[src/rtl/tcst_pkg.sv]
`default_nettype none
// ----------------------------------------------------------------------------
// tcst_pkg
// Shared types and codes of the timed command schedule table.
// ----------------------------------------------------------------------------
package tcst_pkg;

    localparam int DEFAULT_TABLE_DEPTH = 32;
    localparam int POS_W   = 8;     // cell position field, covers depths up to 256
    localparam int TIME_W  = 32;
    localparam int COUNT_W = 6;     // entry count field of a result
    localparam int S_DATA_W = 128;
    localparam int M_DATA_W = 48;
    localparam int M_USER_W = 3;

    // opcodes
    localparam logic [1:0] OP_ADD    = 2'd0;
    localparam logic [1:0] OP_RUN    = 2'd1;
    localparam logic [1:0] OP_STATUS = 2'd2;

    // result kinds
    localparam logic [2:0] KIND_ADDED   = 3'd0;
    localparam logic [2:0] KIND_FULL    = 3'd1;
    localparam logic [2:0] KIND_SHOOT   = 3'd2;
    localparam logic [2:0] KIND_VIDEO   = 3'd3;
    localparam logic [2:0] KIND_DISCARD = 3'd4;
    localparam logic [2:0] KIND_NONE    = 3'd5;
    localparam logic [2:0] KIND_STATUS  = 3'd6;

    // entry command codes
    localparam logic [7:0] CODE_SHOOT = 8'h03;
    localparam logic [7:0] CODE_VIDEO = 8'h04;
    localparam logic [7:0] VIDEO_TAIL = 8'd30;

    // status report clears busy only with at least this many payload bytes
    localparam logic [7:0] STATUS_MIN_LEN = 8'd12;
    localparam logic [7:0] STATUS_IDLE    = 8'd0;

    typedef struct packed {
        logic [15:0]       second;
        logic [15:0]       first;
        logic [7:0]        command;
        logic [TIME_W-1:0] epoch;
    } entry_t;

    typedef struct packed {
        logic              shift;     // every cell takes its upper neighbor
        logic              push;      // head beat goes back in at push_pos
        logic [POS_W-1:0]  push_pos;
        logic              load;      // new entry written at load_pos
        logic [POS_W-1:0]  load_pos;
        entry_t            new_entry;
        logic [TIME_W-1:0] now;
    } cell_ctrl_t;

    typedef enum logic [1:0] {
        ST_IDLE,
        ST_CHECK,
        ST_SINGLE,
        ST_RUN
    } state_t;

endpackage : tcst_pkg
`default_nettype wire

[src/rtl/tcst_cell.sv]
`default_nettype none
// ----------------------------------------------------------------------------
// tcst_cell
// One slot of the schedule chain: holds an entry, shifts toward the head and
// flags whether its entry is due at the current time.
// ----------------------------------------------------------------------------
module tcst_cell #(
    parameter int IDX = 0
) (
    input  wire logic               aclk,
    input  wire tcst_pkg::cell_ctrl_t ctrl,
    input  wire tcst_pkg::entry_t   nbr_in,
    input  wire tcst_pkg::entry_t   head_in,
    output tcst_pkg::entry_t        entry_out,
    output logic                    due_out
);
    import tcst_pkg::*;

    entry_t entry_reg;
    entry_t entry_next;

    localparam logic [POS_W-1:0] MY_POS = POS_W'(IDX);

    always_comb begin
        entry_next = entry_reg;
        if (ctrl.load && (ctrl.load_pos == MY_POS)) begin
            entry_next = ctrl.new_entry;
        end else if (ctrl.shift) begin
            // kept head entry goes back in at the tail of the queue
            entry_next = (ctrl.push && (ctrl.push_pos == MY_POS)) ? head_in : nbr_in;
        end
    end

    always_ff @(posedge aclk) begin
        entry_reg <= entry_next;
    end

    assign entry_out = entry_reg;
    assign due_out   = (entry_reg.epoch <= ctrl.now);

endmodule : tcst_cell
`default_nettype wire

[config.mk]
export PLATFORM = sky130hd
export DESIGN_NAME = tcst_cell
export DESIGN_NICKNAME = d
export VERILOG_FILES = /design/src/rtl/tcst_pkg.sv /design/src/rtl/tcst_cell.sv
export SDC_FILE = /design/constraint.sdc
export NUM_CORES = 1
export LEC_CHECK = 0
export ABC_AREA = 0
export BUFFER_PORTS_ARGS = -buffer_cell sky130_fd_sc_hd__buf_2
export CORE_AREA = 2 2 133 135
export DETAILED_ROUTE_END_ITERATION = 10
export DIE_AREA = 0 0 135 137
export SLEW_MARGIN = 20
export SYNTH_ARGS = -nofsm -noshare
export SYNTH_HDL_FRONTEND = slang
export SYNTH_SLANG_ARGS = --single-unit
[constraint.sdc]
create_clock -name aclk -period 3.6 [get_ports aclk]
set_input_delay 0.36 -clock aclk [delete_from_list [all_inputs] [get_ports aclk]]
set_output_delay 0.36 -clock aclk [all_outputs]
set_load 0.005 [all_outputs]
==> reports/results.ini <==
[floorplanning]
start_util=0.265
num_rows=48
die_area_um2=18500
core_um2=17100
io_pins=341
dieHeight_um=137
fp.dieW_um=135

[sta]
fin_crit_sh=0.718
timing.slew.headroom=0.354
rsz0062_at_grt=false
finalHoldViolations=0
fmax_mhz=387
finalMaxSlewViolations=0
worstMarginPinSlew_ns=0.969
period_minus_slack_ns=2.58
fin_hold_ws_ns=0.352
setup_violations=0
fin_tns_setup_ns=0

[detailed_routing]
wl_met3_mm=1.07
drc=0
vias=4379
first_iter_violations=159
wl_mm=13.7
dr.max_layer_used=met4
wl_per_cell_um=13.8
avgViaCountPerCell=4.40
drt-met1-wl_mm=5.37
detail-route-antenna-nets=0
dr_wl_met2_mm=6.94
drt_pre_antenna_iters=4

[setup_path]
path_delay_family=simple AND/OR/NAND/NOR gates
cpMaxStageDelayCell=or4_4
cp_data_required_time_ns=3.24
path_cells=ha_1 -> nand4_1 -> or4_4 -> nor2_1 -> a311oi_1 -> nor2_1 -> buf_2
crit_cells=7
cp_data_arrival_time_ns=2.22
cp_num_buf_inv=1
crit_type=reg -> out
worst_path_most_repeated_cell=nor2_1
max_stage_delay_ns=0.56
crit_path_start_kind=flip-flop
end_kind=primary output
crit_fanout=3

[power]
clock_power_share=0.378
p_leak_nw=3.74
combPwrFrac=0.174
power_frac_seq=0.447
power.switching_mw=0.540
p_sw_frac=0.235
ir_drop_v=0.000244
p_int_mw=1.75
power_density_nw_per_um2=342

[placed_design]
post_dp_cell_area_um2=6420
hpwl_mm=11.0
post-place-cells=979
io_buffers=340
place_congestion=0.778

[cells_and_area]
layout.cells.non_filler=995
final_area_um2=6710
area_growth_pct=48.8
insertedDiodeCount=0
final_util=0.394
largest_reg_flops=72
drive_gt1_frac=0.470
fillers=1742
nNetsFinal=1065

[clock_network]
cts_tree=done
cts_max_path_buffers=2
cts_made_buffers=9
ctsHoldBuffers=0
clk_pin_slew_ns=0.06
cts_resized=0
cts-root-buf=clkbuf_16
cts_setup_buffers=0
cts.sinks=72
cts_max_level=3

[hold_path]
hold_path_class=in -> reg
hold_depth=3

[logic_synthesis]
yosysMostFrequentCell=a21oi_1
synthesis.nets=735
synth_common_cells=a21oi_1, nor2_1, edfxtp_1, mux2i_1, inv_1
yosysSeqAreaShare=0.479
synth.avg_cell_area_um2=10.4
synth.top_cell.area_share=0.479
yosys.area.top_type=edfxtp_1
synthArstFlopShare=0
yosys_warnings=0
netlist_area_um2=4510
syn_inst=435
synth.distinct_cells=30
ys_top_cells_by_area=edfxtp_1, mux2i_1, a21oi_1
synth-main-ff-cell=edfxtp_1
synth_edf_count=72
synth_seq_cells=72

[global_route]
grt_pass1_vias=4124
grt-ovfl-total=0
antenna_found_initial=0
grt_max_degree=145
grt_use_total=0.142
grt_pass1_wl_mm=20.3

[flow_run]
drv_cap=0

[outcome]
status=completed

[power groups by stage]
stage / registers [mW] / clock network [mW] / logic (mW)
5_1_grt: 1.03 / 0.930 / 0.453
2_1_floorplan: 1.05 / 0 / 0.141
3_5_place_dp: 1.04 / 0 / 0.404
6_report: 1.03 / 0.868 / 0.400
3_3_place_gp: 1.04 / 0 / 0.402
4_1_cts: 1.03 / 0.900 / 0.406
[layer usage]
| layer | track usage | up-vias |
|---|---|---|
| met5 | 0 | - |
| met4 | 0.0579 | 0 |
| met3 | 0.0396 | 24 |
| met2 | 0.247 | 186 |
| met1 | 0.165 | 1928 |
| li1 | - | 2241 |
[per-stage QoR]
step                      power [mW]  setup slack (ns)
after floorplan                 1.19             0.456
after detailed placement        1.45              1.31
after global placement          1.44              1.34
final                           2.29              1.02
after global routing            2.42             0.862
after CTS                       2.33              1.01
[placed cells by master (no fill, tap or decap), types with 3 or more instances in the layout]
cell type and count:
a221oi_1 3, ha_1 32, nand2_1 7, a21oi_1 84
edfxtp_1 72, o21ai_0 4, mux2i_1 72, clkbuf_16 9
inv_1 33, nand4_1 5, nand3_1 3, nor2_1 77
buf_2 340
[worst paths after layout]
| path | startpoint | endpoint | slack, ns |
|---|---|---|---|
| worst max-delay path | entry_out[11] | due_out | 1.02 |
| worst min-delay path | ctrl[72] | entry_out[40] | 0.35 |
[final cells by class]
| class | count | area [um^2] | share of cell area |
|---|---|---|---|
| clock buffer | 10 | 229 | 0.0341 |
| tap | 225 | 282 | 0.0419 |
| multi-input combinational | 306 | 2120 | 0.316 |
| sequential | 72 | 2160 | 0.322 |
| inverter | 33 | 124 | 0.0184 |
| timing repair buffer | 343 | 1740 | 0.259 |
| clock inverter | 6 | 60.1 | 0.00895 |
[cells by family (layout without fill, tap and decap cells)]
logic type | count (synthesis) | in the layout | synth area share
and+or+nand+nor | 106 | 106 | 0.105
muxes | 72 | 72 | 0.160
buffers and inverters | 57 | 392 | 0.0554
AOI/OAI and AO/OA | 96 | 96 | 0.112
DFF | 72 | 72 | 0.479
adders and majority gates | 32 | 32 | 0.0887
[tightest hold or removal path, cell delays in order]
cell and delay (ns):
buf_2 0.07, nor2_1 0.03, a21oi_1 0.10
Note: power is estimated with default switching activity, not from simulation.
